### config.mk
export PLATFORM = sky130hd
export DESIGN_NAME = sprite_line_evaluator_flat
export DESIGN_NICKNAME = d
export VERILOG_FILES = /design/src/rtl/core/sle_pkg.sv /design/src/rtl/core/sle_in_if.sv /design/src/rtl/core/sle_out_if.sv /design/src/rtl/core/sle_ram.sv /design/src/rtl/core/sprite_line_evaluator.sv /design/src/flat_wrapper.sv
export SDC_FILE = /design/constraint.sdc
export NUM_CORES = 2
export LEC_CHECK = 0
export BUFFER_PORTS_ARGS = -buffer_cell sky130_fd_sc_hd__buf_4
export CORE_MARGIN = 2
export CORE_UTILIZATION = 40
export DETAILED_ROUTE_END_ITERATION = 10
export GPL_TIMING_DRIVEN = 0
export HOLD_SLACK_MARGIN = 0.06
export PLACE_DENSITY = 0.64
export SYNTH_ARGS = -nofsm -noshare
export SYNTH_HDL_FRONTEND = slang
export SYNTH_SLANG_ARGS = --single-unit
### constraint.sdc
create_clock -name clk -period 6.2 [get_ports clk]
set_input_delay 0.62 -clock clk [delete_from_list [all_inputs] [get_ports clk]]
set_output_delay 0.62 -clock clk [all_outputs]
set_load 0.1 [all_outputs]
### src/rtl/core/sle_pkg.sv
// Shared types and constants for the sprite line evaluator.
package sle_pkg;

    localparam int unsigned ENTRY_IDX_W = 6;
    localparam int unsigned BYTE_W      = 8;
    localparam int unsigned SCANLINE_W  = 9;
    localparam int unsigned ROW_W       = 5;
    localparam int unsigned COUNT_W     = 7;
    localparam int unsigned ENTRY_W     = 3 * BYTE_W;
    localparam int unsigned CFG_IDX_W   = 3;
    localparam int unsigned CFG_DATA_W  = 8;
    localparam int unsigned DIFF_W      = 10;

    localparam logic       MODE_WRITE = 1'b0;
    localparam logic       MODE_EVAL  = 1'b1;

    localparam logic [BYTE_W-1:0] END_MARK      = 8'hD0;
    localparam logic [BYTE_W-1:0] Y_WRAP_START  = 8'd240;
    localparam logic [BYTE_W-1:0] ACTIVE_RESET  = 8'd192;
    localparam logic [5:0]        BASE_HEIGHT   = 6'd8;

    localparam logic [CFG_IDX_W-1:0] CFG_EXTENDED = 3'd0;
    localparam logic [CFG_IDX_W-1:0] CFG_TALL     = 3'd1;
    localparam logic [CFG_IDX_W-1:0] CFG_ZOOM     = 3'd2;
    localparam logic [CFG_IDX_W-1:0] CFG_NO_LIMIT = 3'd3;
    localparam logic [CFG_IDX_W-1:0] CFG_ACTIVE_H = 3'd4;

    typedef enum logic [1:0] {
        ST_IDLE,
        ST_SCAN,
        ST_DONE
    } state_t;

endpackage

### src/rtl/core/sle_in_if.sv
// Input channel of the sprite line evaluator: table writes and line evaluations.
interface sle_in_if
    import sle_pkg::*;
();
    logic                   valid;
    logic                   ready;
    logic                   mode;
    logic [ENTRY_IDX_W-1:0] entry_index;
    logic [BYTE_W-1:0]      entry_y;
    logic [BYTE_W-1:0]      entry_x;
    logic [BYTE_W-1:0]      entry_pattern;
    logic [SCANLINE_W-1:0]  scanline;
    logic [BYTE_W-1:0]      line_counter;

    modport source (
        output valid, mode, entry_index, entry_y, entry_x, entry_pattern,
               scanline, line_counter,
        input  ready
    );

    modport sink (
        input  valid, mode, entry_index, entry_y, entry_x, entry_pattern,
               scanline, line_counter,
        output ready
    );
endinterface

### src/rtl/core/sle_out_if.sv
// Sprite line evaluator results: one per found sprite, or one empty if none.
interface sle_out_if
    import sle_pkg::*;
();
    logic              valid;
    logic              ready;
    logic              sprite_valid;
    logic [ROW_W-1:0]  row_offset;
    logic [BYTE_W-1:0] sprite_x;
    logic [BYTE_W-1:0] sprite_pattern;
    logic              overflow;
    logic              last;

    modport source (
        output valid, sprite_valid, row_offset, sprite_x, sprite_pattern,
               overflow, last,
        input  ready
    );

    modport sink (
        input  valid, sprite_valid, row_offset, sprite_x, sprite_pattern,
               overflow, last,
        output ready
    );
endinterface

### src/rtl/core/sle_ram.sv
// Generic single-write, single-read RAM with registered read data.
module sle_ram #(
    parameter int unsigned WIDTH = 24,
    parameter int unsigned DEPTH = 64
) (
    input  logic                     clk,
    input  logic                     we,
    input  logic [$clog2(DEPTH)-1:0] waddr,
    input  logic [WIDTH-1:0]         wdata,
    input  logic                     re,
    input  logic [$clog2(DEPTH)-1:0] raddr,
    output logic [WIDTH-1:0]         rdata
);
    logic [WIDTH-1:0] mem_reg [DEPTH];
    logic [WIDTH-1:0] rdata_reg;

    always_ff @(posedge clk)
    begin
        if (we)
        begin
            mem_reg[waddr] <= wdata;
        end
        if (re)
        begin
            rdata_reg <= mem_reg[raddr];
        end
    end

    assign rdata = rdata_reg;
endmodule

### src/rtl/core/sprite_line_evaluator.sv
// Sprite line evaluator top level: sprite table, line scan and result output.
//
// in_ch carries two kinds of transaction. A write (mode 0) stores Y, X and
// pattern bytes at entry_index; indexes at or above TABLE_ENTRIES are
// dropped. An evaluate (mode 1) scans the table from entry 0 against
// line_counter and returns one out_ch transaction per sprite that covers the
// line (up to LINE_LIMIT unless no-limit mode is set), the final one marked
// last and carrying overflow. An empty line returns a single transaction
// with sprite_valid low. The table sits in one RAM with a single read port,
// read one entry per cycle while the scan is not frozen by a stalled out_ch.
// The first result appears once the second hit or the end of the scan is
// seen; in_ch is ready again as soon as the final result is in the output
// register. A stalled out_ch freezes the scan only when a hit must pass on
// the pending result; nothing is dropped. cfg_we/cfg_index/cfg_data write
// the mode registers; the user must do so only while the block is idle,
// which the block itself does not enforce. Reset clears control state and
// mode registers, not table contents, which stay undefined until written.
module sprite_line_evaluator
    import sle_pkg::*;
#(
    parameter int unsigned TABLE_ENTRIES = 64,
    parameter int unsigned LINE_LIMIT    = 8
) (
    input  logic                  clk,
    input  logic                  rst_n,
    sle_in_if.sink                in_ch,
    sle_out_if.source             out_ch,
    input  logic                  cfg_we,
    input  logic [CFG_IDX_W-1:0]  cfg_index,
    input  logic [CFG_DATA_W-1:0] cfg_data
);
    localparam int unsigned AW = $clog2(TABLE_ENTRIES);
    localparam logic [AW-1:0]      LAST_IDX  = AW'(TABLE_ENTRIES - 1);
    localparam logic [COUNT_W-1:0] LIMIT_CNT = COUNT_W'(LINE_LIMIT);
    localparam logic [COUNT_W-1:0] DEPTH_CNT = COUNT_W'(TABLE_ENTRIES);

    state_t state_reg, state_next;

    logic              cfg_ext_reg, cfg_tall_reg, cfg_zoom_reg, cfg_nolim_reg;
    logic [BYTE_W-1:0] cfg_active_reg;

    logic [AW-1:0]         cur_idx_reg, cur_idx_next;
    logic [COUNT_W-1:0]    count_reg, count_next;
    logic [COUNT_W-1:0]    found_count_reg, found_count_next;
    logic                  ovf_reg, ovf_next;
    logic [SCANLINE_W-1:0] scan_reg, scan_next;
    logic [BYTE_W-1:0]     vc_reg, vc_next;

    logic              pend_valid_reg, pend_valid_next;
    logic [ROW_W-1:0]  pend_row_reg, pend_row_next;
    logic [BYTE_W-1:0] pend_x_reg, pend_x_next;
    logic [BYTE_W-1:0] pend_pat_reg, pend_pat_next;

    logic              out_valid_reg, out_valid_next;
    logic              out_sv_reg, out_sv_next;
    logic [ROW_W-1:0]  out_row_reg, out_row_next;
    logic [BYTE_W-1:0] out_x_reg, out_x_next;
    logic [BYTE_W-1:0] out_pat_reg, out_pat_next;
    logic              out_ovf_reg, out_ovf_next;
    logic              out_last_reg, out_last_next;

    logic               ram_we, ram_re;
    logic [AW-1:0]      ram_raddr;
    logic [ENTRY_W-1:0] ram_rdata;

    logic [BYTE_W-1:0]        ent_y, ent_x, ent_pat;
    logic signed [DIFF_W-1:0] ypos, diff;
    logic [5:0]               height;
    logic                     end_mark, hit, lim_hit, stop_limit, out_free;

    sle_ram #(
        .WIDTH (ENTRY_W),
        .DEPTH (TABLE_ENTRIES)
    ) u_table (
        .clk   (clk),
        .we    (ram_we),
        .waddr (in_ch.entry_index[AW-1:0]),
        .wdata ({in_ch.entry_y, in_ch.entry_x, in_ch.entry_pattern}),
        .re    (ram_re),
        .raddr (ram_raddr),
        .rdata (ram_rdata)
    );

    assign ram_we = in_ch.valid && in_ch.ready && (in_ch.mode == MODE_WRITE)
                    && ({1'b0, in_ch.entry_index} < DEPTH_CNT);

    // Entry evaluation on the RAM read data
    assign {ent_y, ent_x, ent_pat} = ram_rdata;
    assign height   = BASE_HEIGHT << ({1'b0, cfg_tall_reg} + {1'b0, cfg_zoom_reg});
    assign end_mark = !cfg_ext_reg && (ent_y == END_MARK);
    assign ypos     = (ent_y >= Y_WRAP_START)
                      ? $signed({2'b00, ent_y}) - 10'sd255
                      : $signed({2'b00, ent_y}) + 10'sd1;
    assign diff     = $signed({2'b00, vc_reg}) - ypos;
    assign hit      = !diff[DIFF_W-1] && (diff < $signed({4'b0000, height}));
    assign lim_hit  = hit && (count_reg == LIMIT_CNT);
    assign stop_limit = lim_hit && !cfg_nolim_reg;
    assign out_free = !out_valid_reg || out_ch.ready;

    always_ff @(posedge clk or negedge rst_n)
    begin
        if (!rst_n)
        begin
            cfg_ext_reg    <= 1'b0;
            cfg_tall_reg   <= 1'b0;
            cfg_zoom_reg   <= 1'b0;
            cfg_nolim_reg  <= 1'b0;
            cfg_active_reg <= ACTIVE_RESET;
        end
        else if (cfg_we)
        begin
            unique case (cfg_index)
                CFG_EXTENDED: cfg_ext_reg    <= cfg_data[0];
                CFG_TALL:     cfg_tall_reg   <= cfg_data[0];
                CFG_ZOOM:     cfg_zoom_reg   <= cfg_data[0];
                CFG_NO_LIMIT: cfg_nolim_reg  <= cfg_data[0];
                CFG_ACTIVE_H: cfg_active_reg <= cfg_data;
                default:      ;
            endcase
        end
    end

    always_ff @(posedge clk or negedge rst_n)
    begin
        if (!rst_n)
        begin
            state_reg       <= ST_IDLE;
            count_reg       <= '0;
            found_count_reg <= '0;
            ovf_reg         <= 1'b0;
            pend_valid_reg  <= 1'b0;
            out_valid_reg   <= 1'b0;
        end
        else
        begin
            state_reg       <= state_next;
            count_reg       <= count_next;
            found_count_reg <= found_count_next;
            ovf_reg         <= ovf_next;
            pend_valid_reg  <= pend_valid_next;
            out_valid_reg   <= out_valid_next;
        end
    end

    always_ff @(posedge clk)
    begin
        cur_idx_reg  <= cur_idx_next;
        scan_reg     <= scan_next;
        vc_reg       <= vc_next;
        pend_row_reg <= pend_row_next;
        pend_x_reg   <= pend_x_next;
        pend_pat_reg <= pend_pat_next;
        out_sv_reg   <= out_sv_next;
        out_row_reg  <= out_row_next;
        out_x_reg    <= out_x_next;
        out_pat_reg  <= out_pat_next;
        out_ovf_reg  <= out_ovf_next;
        out_last_reg <= out_last_next;
    end

    always_comb
    begin
        state_next       = state_reg;
        cur_idx_next     = cur_idx_reg;
        count_next       = count_reg;
        found_count_next = found_count_reg;
        ovf_next         = ovf_reg;
        scan_next        = scan_reg;
        vc_next          = vc_reg;
        pend_valid_next  = pend_valid_reg;
        pend_row_next    = pend_row_reg;
        pend_x_next      = pend_x_reg;
        pend_pat_next    = pend_pat_reg;
        out_valid_next   = out_valid_reg && !out_ch.ready;
        out_sv_next      = out_sv_reg;
        out_row_next     = out_row_reg;
        out_x_next       = out_x_reg;
        out_pat_next     = out_pat_reg;
        out_ovf_next     = out_ovf_reg;
        out_last_next    = out_last_reg;
        in_ch.ready      = 1'b0;
        ram_re           = 1'b0;
        ram_raddr        = cur_idx_reg;

        unique case (state_reg)
            ST_IDLE:
            begin
                in_ch.ready = 1'b1;
                if (in_ch.valid && (in_ch.mode == MODE_EVAL))
                begin
                    scan_next       = in_ch.scanline;
                    vc_next         = in_ch.line_counter;
                    cur_idx_next    = '0;
                    count_next      = '0;
                    ovf_next        = 1'b0;
                    pend_valid_next = 1'b0;
                    ram_re          = 1'b1;
                    ram_raddr       = '0;
                    state_next      = ST_SCAN;
                end
            end

            ST_SCAN:
            begin
                if (end_mark)
                begin
                    state_next = ST_DONE;
                end
                else if (!(hit && !stop_limit && pend_valid_reg && !out_free))
                begin
                    if (lim_hit && (scan_reg < {1'b0, cfg_active_reg}))
                    begin
                        ovf_next = 1'b1;
                    end
                    if (stop_limit)
                    begin
                        state_next = ST_DONE;
                    end
                    else
                    begin
                        if (hit)
                        begin
                            if (pend_valid_reg)
                            begin
                                out_valid_next = 1'b1;
                                out_sv_next    = 1'b1;
                                out_row_next   = pend_row_reg;
                                out_x_next     = pend_x_reg;
                                out_pat_next   = pend_pat_reg;
                                out_ovf_next   = 1'b0;
                                out_last_next  = 1'b0;
                            end
                            pend_valid_next = 1'b1;
                            pend_row_next   = diff[ROW_W-1:0];
                            pend_x_next     = ent_x;
                            pend_pat_next   = ent_pat;
                            count_next      = count_reg + COUNT_W'(1);
                        end
                        if (cur_idx_reg == LAST_IDX)
                        begin
                            state_next = ST_DONE;
                        end
                        else
                        begin
                            cur_idx_next = cur_idx_reg + AW'(1);
                            ram_re       = 1'b1;
                            ram_raddr    = cur_idx_reg + AW'(1);
                        end
                    end
                end
            end

            ST_DONE:
            begin
                if (out_free)
                begin
                    out_valid_next   = 1'b1;
                    out_last_next    = 1'b1;
                    out_sv_next      = pend_valid_reg;
                    out_row_next     = pend_valid_reg ? pend_row_reg : '0;
                    out_x_next       = pend_valid_reg ? pend_x_reg : '0;
                    out_pat_next     = pend_valid_reg ? pend_pat_reg : '0;
                    out_ovf_next     = pend_valid_reg && ovf_reg;
                    found_count_next = count_reg;
                    pend_valid_next  = 1'b0;
                    state_next       = ST_IDLE;
                end
            end

            default:
            begin
                state_next = ST_IDLE;
            end
        endcase
    end

    assign out_ch.valid          = out_valid_reg;
    assign out_ch.sprite_valid   = out_sv_reg;
    assign out_ch.row_offset     = out_row_reg;
    assign out_ch.sprite_x       = out_x_reg;
    assign out_ch.sprite_pattern = out_pat_reg;
    assign out_ch.overflow       = out_ovf_reg;
    assign out_ch.last           = out_last_reg;

    a_empty_is_final: assert property (@(posedge clk) disable iff (!rst_n)
        out_ch.valid && !out_ch.sprite_valid |-> out_ch.last && !out_ch.overflow)
        else $error("empty result not final or flags overflow");

    a_ovf_on_last: assert property (@(posedge clk) disable iff (!rst_n)
        out_ch.valid && out_ch.overflow |-> out_ch.last)
        else $error("overflow on a non-final result");

    a_found_bound: assert property (@(posedge clk) disable iff (!rst_n)
        found_count_reg <= DEPTH_CNT)
        else $error("found count beyond table depth");

    a_limit_held: assert property (@(posedge clk) disable iff (!rst_n)
        (state_reg == ST_SCAN) && !cfg_nolim_reg |-> count_reg <= LIMIT_CNT)
        else $error("hit count passed the line limit");

    a_done_after_end: assert property (@(posedge clk) disable iff (!rst_n)
        (state_reg == ST_SCAN) && end_mark |=> state_reg == ST_DONE)
        else $error("end marker did not end the scan");
endmodule
### src/flat_wrapper.sv
// flat-port wrapper written by rule: the top's interface ports become plain ports
module sprite_line_evaluator_flat import sle_pkg::*;
#(
    parameter int unsigned TABLE_ENTRIES = 64,
    parameter int unsigned LINE_LIMIT    = 8
)
  (clk, rst_n, cfg_we, cfg_index, cfg_data, in_ch_valid, in_ch_mode, in_ch_entry_index, in_ch_entry_y, in_ch_entry_x, in_ch_entry_pattern, in_ch_scanline, in_ch_line_counter, in_ch_ready, out_ch_valid, out_ch_sprite_valid, out_ch_row_offset, out_ch_sprite_x, out_ch_sprite_pattern, out_ch_overflow, out_ch_last, out_ch_ready);
  sle_in_if in_ch_i ();
  sle_out_if out_ch_i ();
  input  logic clk;
  input  logic rst_n;
  input  logic cfg_we;
  input  logic [CFG_IDX_W-1:0] cfg_index;
  input  logic [CFG_DATA_W-1:0] cfg_data;
  input wire logic [$bits(in_ch_i.valid)-1:0] in_ch_valid;
  input wire logic [$bits(in_ch_i.mode)-1:0] in_ch_mode;
  input wire logic [$bits(in_ch_i.entry_index)-1:0] in_ch_entry_index;
  input wire logic [$bits(in_ch_i.entry_y)-1:0] in_ch_entry_y;
  input wire logic [$bits(in_ch_i.entry_x)-1:0] in_ch_entry_x;
  input wire logic [$bits(in_ch_i.entry_pattern)-1:0] in_ch_entry_pattern;
  input wire logic [$bits(in_ch_i.scanline)-1:0] in_ch_scanline;
  input wire logic [$bits(in_ch_i.line_counter)-1:0] in_ch_line_counter;
  output wire logic [$bits(in_ch_i.ready)-1:0] in_ch_ready;
  output wire logic [$bits(out_ch_i.valid)-1:0] out_ch_valid;
  output wire logic [$bits(out_ch_i.sprite_valid)-1:0] out_ch_sprite_valid;
  output wire logic [$bits(out_ch_i.row_offset)-1:0] out_ch_row_offset;
  output wire logic [$bits(out_ch_i.sprite_x)-1:0] out_ch_sprite_x;
  output wire logic [$bits(out_ch_i.sprite_pattern)-1:0] out_ch_sprite_pattern;
  output wire logic [$bits(out_ch_i.overflow)-1:0] out_ch_overflow;
  output wire logic [$bits(out_ch_i.last)-1:0] out_ch_last;
  input wire logic [$bits(out_ch_i.ready)-1:0] out_ch_ready;
  assign in_ch_i.valid = in_ch_valid;
  assign in_ch_i.mode = in_ch_mode;
  assign in_ch_i.entry_index = in_ch_entry_index;
  assign in_ch_i.entry_y = in_ch_entry_y;
  assign in_ch_i.entry_x = in_ch_entry_x;
  assign in_ch_i.entry_pattern = in_ch_entry_pattern;
  assign in_ch_i.scanline = in_ch_scanline;
  assign in_ch_i.line_counter = in_ch_line_counter;
  assign in_ch_ready = in_ch_i.ready;
  assign out_ch_valid = out_ch_i.valid;
  assign out_ch_sprite_valid = out_ch_i.sprite_valid;
  assign out_ch_row_offset = out_ch_i.row_offset;
  assign out_ch_sprite_x = out_ch_i.sprite_x;
  assign out_ch_sprite_pattern = out_ch_i.sprite_pattern;
  assign out_ch_overflow = out_ch_i.overflow;
  assign out_ch_last = out_ch_i.last;
  assign out_ch_i.ready = out_ch_ready;
  sprite_line_evaluator #(.TABLE_ENTRIES(TABLE_ENTRIES), .LINE_LIMIT(LINE_LIMIT)) u_core (.clk(clk), .rst_n(rst_n), .in_ch(in_ch_i), .out_ch(out_ch_i), .cfg_we(cfg_we), .cfg_index(cfg_index), .cfg_data(cfg_data));
endmodule
# After elaboration in Yosys (flattened, before gate mapping)
# Memories as Yosys holds them, arrays and structs flattened. A register that Yosys moved wholly into a read port is not among the register bits.
# Cells that the tools add are included.
# W data, S select, Z words.
[totals] ff_bits=92 latch_bits=0 ram_bits=1536 romBits=0 in_bits=64 out_inout_bits=26 memories=1
[op_classes] add_sub_neg=6 n_mul=0 div_mod_pow=0 n_lt_le_gt_ge=3 n_eq_ne=19 shift=1 mux=87 n_bitwise=4 n_reduce_logical=38
[mem_list] memory="u_core.u_table.mem_reg" depth=64 width=24 rd=1 rd_clocked_by_memory_dff=1 wr=1 line_no="sle_ram.sv:14" source="logic [WIDTH-1:0] mem_reg [DEPTH];"
[op_table] cell="$mux W8" n=14
[op_table] cell="$mux W1" n=36
[op_table] cell="$mux W5" n=7
[op_table] cell="$mux W7" n=5
[op_table] cell="$pmux W8 S2" n=2
[op_table] cell="$mux W6" n=5
[op_table] cell="$pmux W7 S2" n=1
[op_table] cell="$reduce_and A7 Y1" n=2
[op_table] cell="$logic_and A1 B1 Y1" n=13
[op_table] cell="$mux W2" n=6
[op_table] cell="$pmux W1 S2" n=6
[op_table] cell="$pmux W6 S2" n=1
[op_table] cell="$reduce_and A2 Y1" n=6
[op_table] cell="$lt A10 B7 Y1" n=1
[op_table] cell="$mux W10" n=1
[op_table] cell="$ne A2 B1 Y1 const B" n=5
[op_table] cell="$pmux W5 S2" n=1
[op_table] cell="$reduce_and A5 Y1" n=2
[op_table] cell="$sub A9 B10 Y10" n=1
[op_table] cell="$add A8 B1 Y9 const B" n=1
[op_table] cell="$lt A9 B8 Y1" n=1
[op_table] cell="$sub A8 B8 Y9 const B" n=1
[op_table] cell="$eq A8 B8 Y1 const B" n=1
[op_table] cell="$ge A8 B8 Y1 const B" n=1
[op_table] cell="25 further kinds" n=38

# Logic depth before layout (Yosys ltp)
[depth] ltp_word=14 depth_mapped=24 mapped_depth_nobuf=21

# By module
# From an unflattened synthesis, not the netlist that was laid out.
[hier_totals] hier_cells=3025 area_unflattened_um2=64290.4
[by_module_without_submodules] module="sle_ram" instances=1 cells_per_inst=2611 area_each_um2=59570.9 seq_area_each_um2=46844.9
[by_module_without_submodules] module="sprite_line_evaluator" instances=1 cells_per_inst=414 area_each_um2=4719.5 seq_area_each_um2=2585.0

# Least setup slack after synthesis
# No wires, ideal clock.
[synth_path] kind="flip-flop to flip-flop" from="register u_core.state_reg[0]" to="memory u_core.u_table.mem_reg[48][0], enable pin" setup_ps=467 t_arrival_ps=4504 required_ps=5733 slack_ps=1230 path_stages_with_launch=7 path_buffers=0 path_cell_list="dfrtp_1 > inv_1 > ha_1 > nand2_1 > nor2_1 > nand4b_1 > nor4_1"
[synth_via] elab_chain_cells=6
[synth_rtl] element="start: declaration" line_no="sprite_line_evaluator.sv:37" source="state_t state_reg, state_next;"
[synth_rtl] element="start signal: assignment" line_no="sprite_line_evaluator.sv:136" source="state_reg <= state_next;"
[synth_rtl] element="$logic_not A2 Y1" line_no="sprite_line_evaluator.sv:185" source="unique case (state_reg)"
[synth_rtl] element="$mux W1" line_no="sprite_line_evaluator.sv:185"
[synth_rtl] element="net in_ch_ready" line_no="flat_wrapper.sv:23" source="output wire logic [$bits(in_ch_i.ready)-1:0] in_ch_ready;"
[synth_rtl] element="$logic_and A1 B1 Y1 (2 in series)" line_no="sprite_line_evaluator.sv:84" source="assign ram_we = in_ch.valid && in_ch.ready && (in_ch.mode == MODE_WRITE)"
[synth_rtl] element="$mux W1" line_no="sle_ram.sv:19" source="if (we)"
[synth_rtl] element="$mux W1 (not written as such)" line_no="sle_ram.sv:21" source="mem_reg[waddr] <= wdata;"
[synth_rtl] element="end: declaration" line_no="sle_ram.sv:14"
# The timed path passes the listed nets, and every way through them passes these cells.

# Worst setup path after layout
[layout_path] from="register u_core.u_table.rdata_reg[16] (netlist: u_core.u_table.rdata[16]), read port of u_core.u_table.mem_reg" to="register u_core.u_table.rdata_reg[14] (netlist: u_core.u_table.rdata[14]), read port of u_core.u_table.mem_reg (data pin)"
[layout_via] elab_chain_cells=14
[layout_rtl] element="start: declaration" line_no="sle_ram.sv:15" source="logic [WIDTH-1:0] rdata_reg;"
[layout_rtl] element="$add A8 B1 Y9 (tied with other cells)" line_no="sprite_line_evaluator.sv:93" source=": $signed({2'b00, ent_y}) + 10'sd1;"
[layout_rtl] element="$mux W10" line_no="sprite_line_evaluator.sv:92" source="? $signed({2'b00, ent_y}) - 10'sd255"
[layout_rtl] element="$sub A9 B10 Y10" line_no="sprite_line_evaluator.sv:94" source="assign diff = $signed({2'b00, vc_reg}) - ypos;"
[layout_rtl] element="$lt A10 B7 Y1 or $logic_not A1 Y1 (tied branches)" line_no="sprite_line_evaluator.sv:95" source="assign hit = !diff[DIFF_W-1] && (diff < $signed({4'b0000, height}));"
[layout_rtl] element="$logic_and A1 B1 Y1" line_no="sprite_line_evaluator.sv:95"
[layout_rtl] element="$logic_and A1 B1 Y1" line_no="sprite_line_evaluator.sv:96" source="assign lim_hit = hit && (count_reg == LIMIT_CNT);"
[layout_rtl] element="$logic_and A1 B1 Y1" line_no="sprite_line_evaluator.sv:97" source="assign stop_limit = lim_hit && !cfg_nolim_reg;"
[layout_rtl] element="$logic_not A1 Y1" line_no="sprite_line_evaluator.sv:209" source="else if (!(hit && !stop_limit && pend_valid_reg && !out_free))"
[layout_rtl] element="$logic_and A1 B1 Y1 (3 in series)" line_no="sprite_line_evaluator.sv:209"
[layout_rtl] element="$mux W6 or $mux W1 (tied branches)"
[layout_rtl] element="$mux W6 or $mux W1 (tied branches)" line_no="sprite_line_evaluator.sv:205" source="if (end_mark)"
[layout_rtl] element="$pmux W6 S2 or $pmux W1 S2 (tied branches)" line_no="sprite_line_evaluator.sv:185"
# Parallel ways exist; a longest one is shown, timed or not.
# A chain may end at the register's enable or synchronous reset.

==> results.md <==
* Status: finished, final reports clean
* Vias per std cell at 6.26
* Highest clock frequency the design can meet at 0.162 GHz
* Vias in the first global route at 42600
* Hold Path End: u_core.out_ch.valid
* Slack of the critical path at 0.0257 ns
* Area Overhead vs Synth at 17.7%
* Min-Delay Startpoint: out_ch_ready
* Area of the placeable core at 0.165 mm2
* Reg2reg start: u_core.u_table.rdata[16]
* Standby leakage power at 25.7 nW
* Global-route wire length before repair at 311000 um
* Peak supply drop at 0.367 mV
* Number of pins exceeding their max-slew limit in the final report at 0
* Sequential cell area fraction in the yosys report at 74.3%
* Number of top-level pins at 90
* Final estimated routing congestion in global placement at 1.02
* Area enclosed by the die boundary at 0.170 mm2
* Synthesized instance count at 4472
* Setup slack on the worst flop-to-flop path at 0.03 ns
* Arr. time, crit path at 6.59 ns
* Filler Cells Inserted at 14000
* Number of register bits inferred by synthesis at 1652
* Cell area after synthesis at 0.0665 mm2
* Worst slew margin relative to its limit at 7.39%
* End of the worst register-to-register path: u_core.u_table.rdata[14]
* Kind of start point of the critical path: flop
* Number of endpoints with negative hold slack in the final report at 0
* Highest fanout seen on the critical path at 10
* Total power divided by cell area at 531 mW/mm2
* Detailed Place HPWL at 148000 um
* Floorplan die width at 412 um
* Maximum number of pins on one net before global-route repair at 65
* Post-Synthesis Net Count at 4566
* Initial drt markers at 6818
* Type of the worst setup path: reg2reg
* Transition at the pin with the smallest max-transition slack at 1.39 ns
* Area used by sequential logic in the layout at 0.0494 mm2
* Proportion of layout cells with a drive suffix above 1 at 16.4%
* Length in cells of the worst reg-to-reg path at 22
* CTS Root Cell: clkbuf_16
* Net total in the final layout at 4896
* Worst-path clk slew at 0.06 ns
* Most used cells in the layout excluding fill and tap cells: edfxtp_1 (1622), a21oi_1 (739), nand2_1 (405)
* CP endpoint kind: flop
* Post-route DRC violation count at 0
* Detailed-route wire length at 223000 um
* Number of maximum-capacitance violations at 0
* Fraction of synthesis flops using an asynchronous set or reset pin at 1.45%
* Inst Count DP at 6791
* Synth area leaders: edfxtp_1 (73%), a21oi_1 (5.6%), a41o_1 (5.5%), a211oi_1 (4.1%), nand2_1 (2.3%)
* Number of setup violations in the final report at 0
* Endpoint required time on the critical path at 6.61 ns
* Clock Sinks at 1652
* Largest buffer count on any clock path at 3
* Antenna viol nets, final at 0
* Commonest non-fill, non-tap cell in the layout: edfxtp_1
* Y dimension of the die at 412 um
* Largest area contributor in the netlist: edfxtp_1
* Initial antenna violation count at 21
* Post-synth EDFFs at 1622
* Cts bufs inserted at 170
* Flip-flop count of the largest register, all copies and words added at 1536
* Post-synth cell types at 64
* Post-DR wirelength/cell at 31.3 um
* CTS tree: yes
* Initial Util at 40.3%
* Instance area after placement at 0.0710 mm2
* Final cycle utilization of the critical path at 99.6%
* Dpl ws at -1.11 ns
* Vias after detailed routing at 44700
* Utilization after layout at 47.4%
* Placement row count at 149
* Footprint of the multi-input gates at 0.0171 mm2
* Final Instance Count excl. Fillers at 7142
* Setup repair after global routing missed its margin: yes
* Per-instance average area after synthesis at 14.9 um2
* Total routing resource utilization after global routing at 25.8%
* Number of detailed-routing iterations run before antenna repair at 8
* Count of yosys warnings during synthesis at 0
* Total gr overflow at 0
* Area share of the leading cell type in the synthesized netlist at 73.2%
* Main flop type after synthesis: edfxtp_1
* Port Buf Inserts at 84
* Hold Crit Depth at 4
* Area of all placed cells without fillers at 0.0783 mm2
* Worst clock skew at 0.0484 ns
* HP Class: in2reg
* Insertion delay to the later sink of the worst-skew pair at 0.83 ns
* Period minus WS final at 6.17 ns
* Number of H-tree levels at 4
cells by family after synthesis:
logic type	count (synthesis)	synth area share, %
compound gates	1664	17.5
flops	1652	74.3
simple gates	656	4.32
buf+inv	438	2.76
fa+ha+maj	30	0.575
mux	18	0.370
xor+xnor	14	0.184
worst max-delay path by stage:
stage	to	depth (start not counted)	slack (ns)	start
detailed placement	u_core.u_table.rdata[15]	23	-1.11	u_core.u_table.rdata[16]
floorplan	u_core.u_table.mem_reg[48][0]	6	1.23	u_core.state_reg[0]
CTS	u_core.u_table.rdata[13]	21	0.003	u_core.u_table.rdata[16]
global placement	u_core.u_table.rdata[7]	23	-1.44	u_core.u_table.rdata[16]
finish	u_core.u_table.rdata[14]	22	0.03	u_core.u_table.rdata[16]
global route	u_core.u_table.rdata[14]	22	-0.05	u_core.u_table.rdata[16]
timing repair:
action / 4_1_cts / 5_1_grt
setup endpoints to repair: 24 / 24
hold endpoints to repair: 49 / 0
hold buffers: 26 / 0
resized for setup: 167 / 256
pin swaps: 12 / 29
setup buffers: 5 / 2
layout make-up:
class / count / area share, %
repair buffers: 163 / 1.96
clock buffers: 220 / 5.73
plain buffers: 400 / 2.49
multi-input cells: 2382 / 21.9
inverters: 33 / 0.161
flip-flops and latches: 1652 / 63.1
diodes: 7 / 0.0224
well taps: 2189 / 3.50
clock inverters: 96 / 1.14
power breakdown:
group          internal [mW]  switching (mW)
Combinational           5.18            13.6
Clock                   5.64            4.37
Sequential              12.7           0.114
critical path, stage by stage (launching register included):
cell	delay, ns
edfxtp_1	0.37
inv_1	0.08
ha_1	0.31
inv_1	0.05
ha_1	0.27
nor2b_1	0.14
o31a_1	0.28
o21a_1	0.19
nor2_1	0.11
xnor2_1	0.13
ha_1	0.26
a21oi_1	0.14
nand2_1	0.09
a221o_1	0.35
a21oi_4	0.27
nor4_1	0.10
a211oi_2	0.47
or2_4	0.31
buf_6	0.24
buf_4	0.26
a211oi_2	0.11
o41ai_4	0.72
nand4_1	0.48
routing by layer:
metal	track usage (%)	wire (um)	up-vias
met1	34.3	84700	22500
met2	38.6	98700	2895
li1	-	-	18800
met4	12.9	11800	18
met5	0	123	-
met3	7.37	28000	501
per-stage QoR:
step,hold slack [ns],total power [mW],TNS (ns)
6_report,0.133,41.6,0
2_1_floorplan,0.324,23.2,0
3_5_place_dp,0.405,30.1,-16.93
4_1_cts,0.0957,40.7,0
5_1_grt,0.148,42.8,-0.0863
3_3_place_gp,0.404,29.8,-57.26
Yosys cell counts, drive strengths merged, types with 2 or more instances:
cell / number
dfrtp: 22
o211ai: 2
ha: 29
mux2: 3
nor3: 15
mux4: 5
a32o: 5
a21oi: 751
or3: 10
clkbuf: 256
nor4: 11
nand4: 26
o21ai: 24
buf: 149
a21o: 5
nor3b: 2
nor2b: 8
edfxtp: 1622
a211oi: 366
a41oi: 10
xnor2: 8
a41o: 364
o31ai: 15
mux2i: 10
a221o: 12
a22oi: 5
nand3: 16
o21a: 4
o211a: 2
or2: 2
o41ai: 86
inv: 33
dfstp: 2
nand3b: 8
nor2: 95
o311ai: 5
and2: 35
dfxtp: 6
xor2: 6
nand2: 405
and3: 5
nand2b: 8
nor4b: 7
Note: power is estimated with default switching activity, not from simulation.
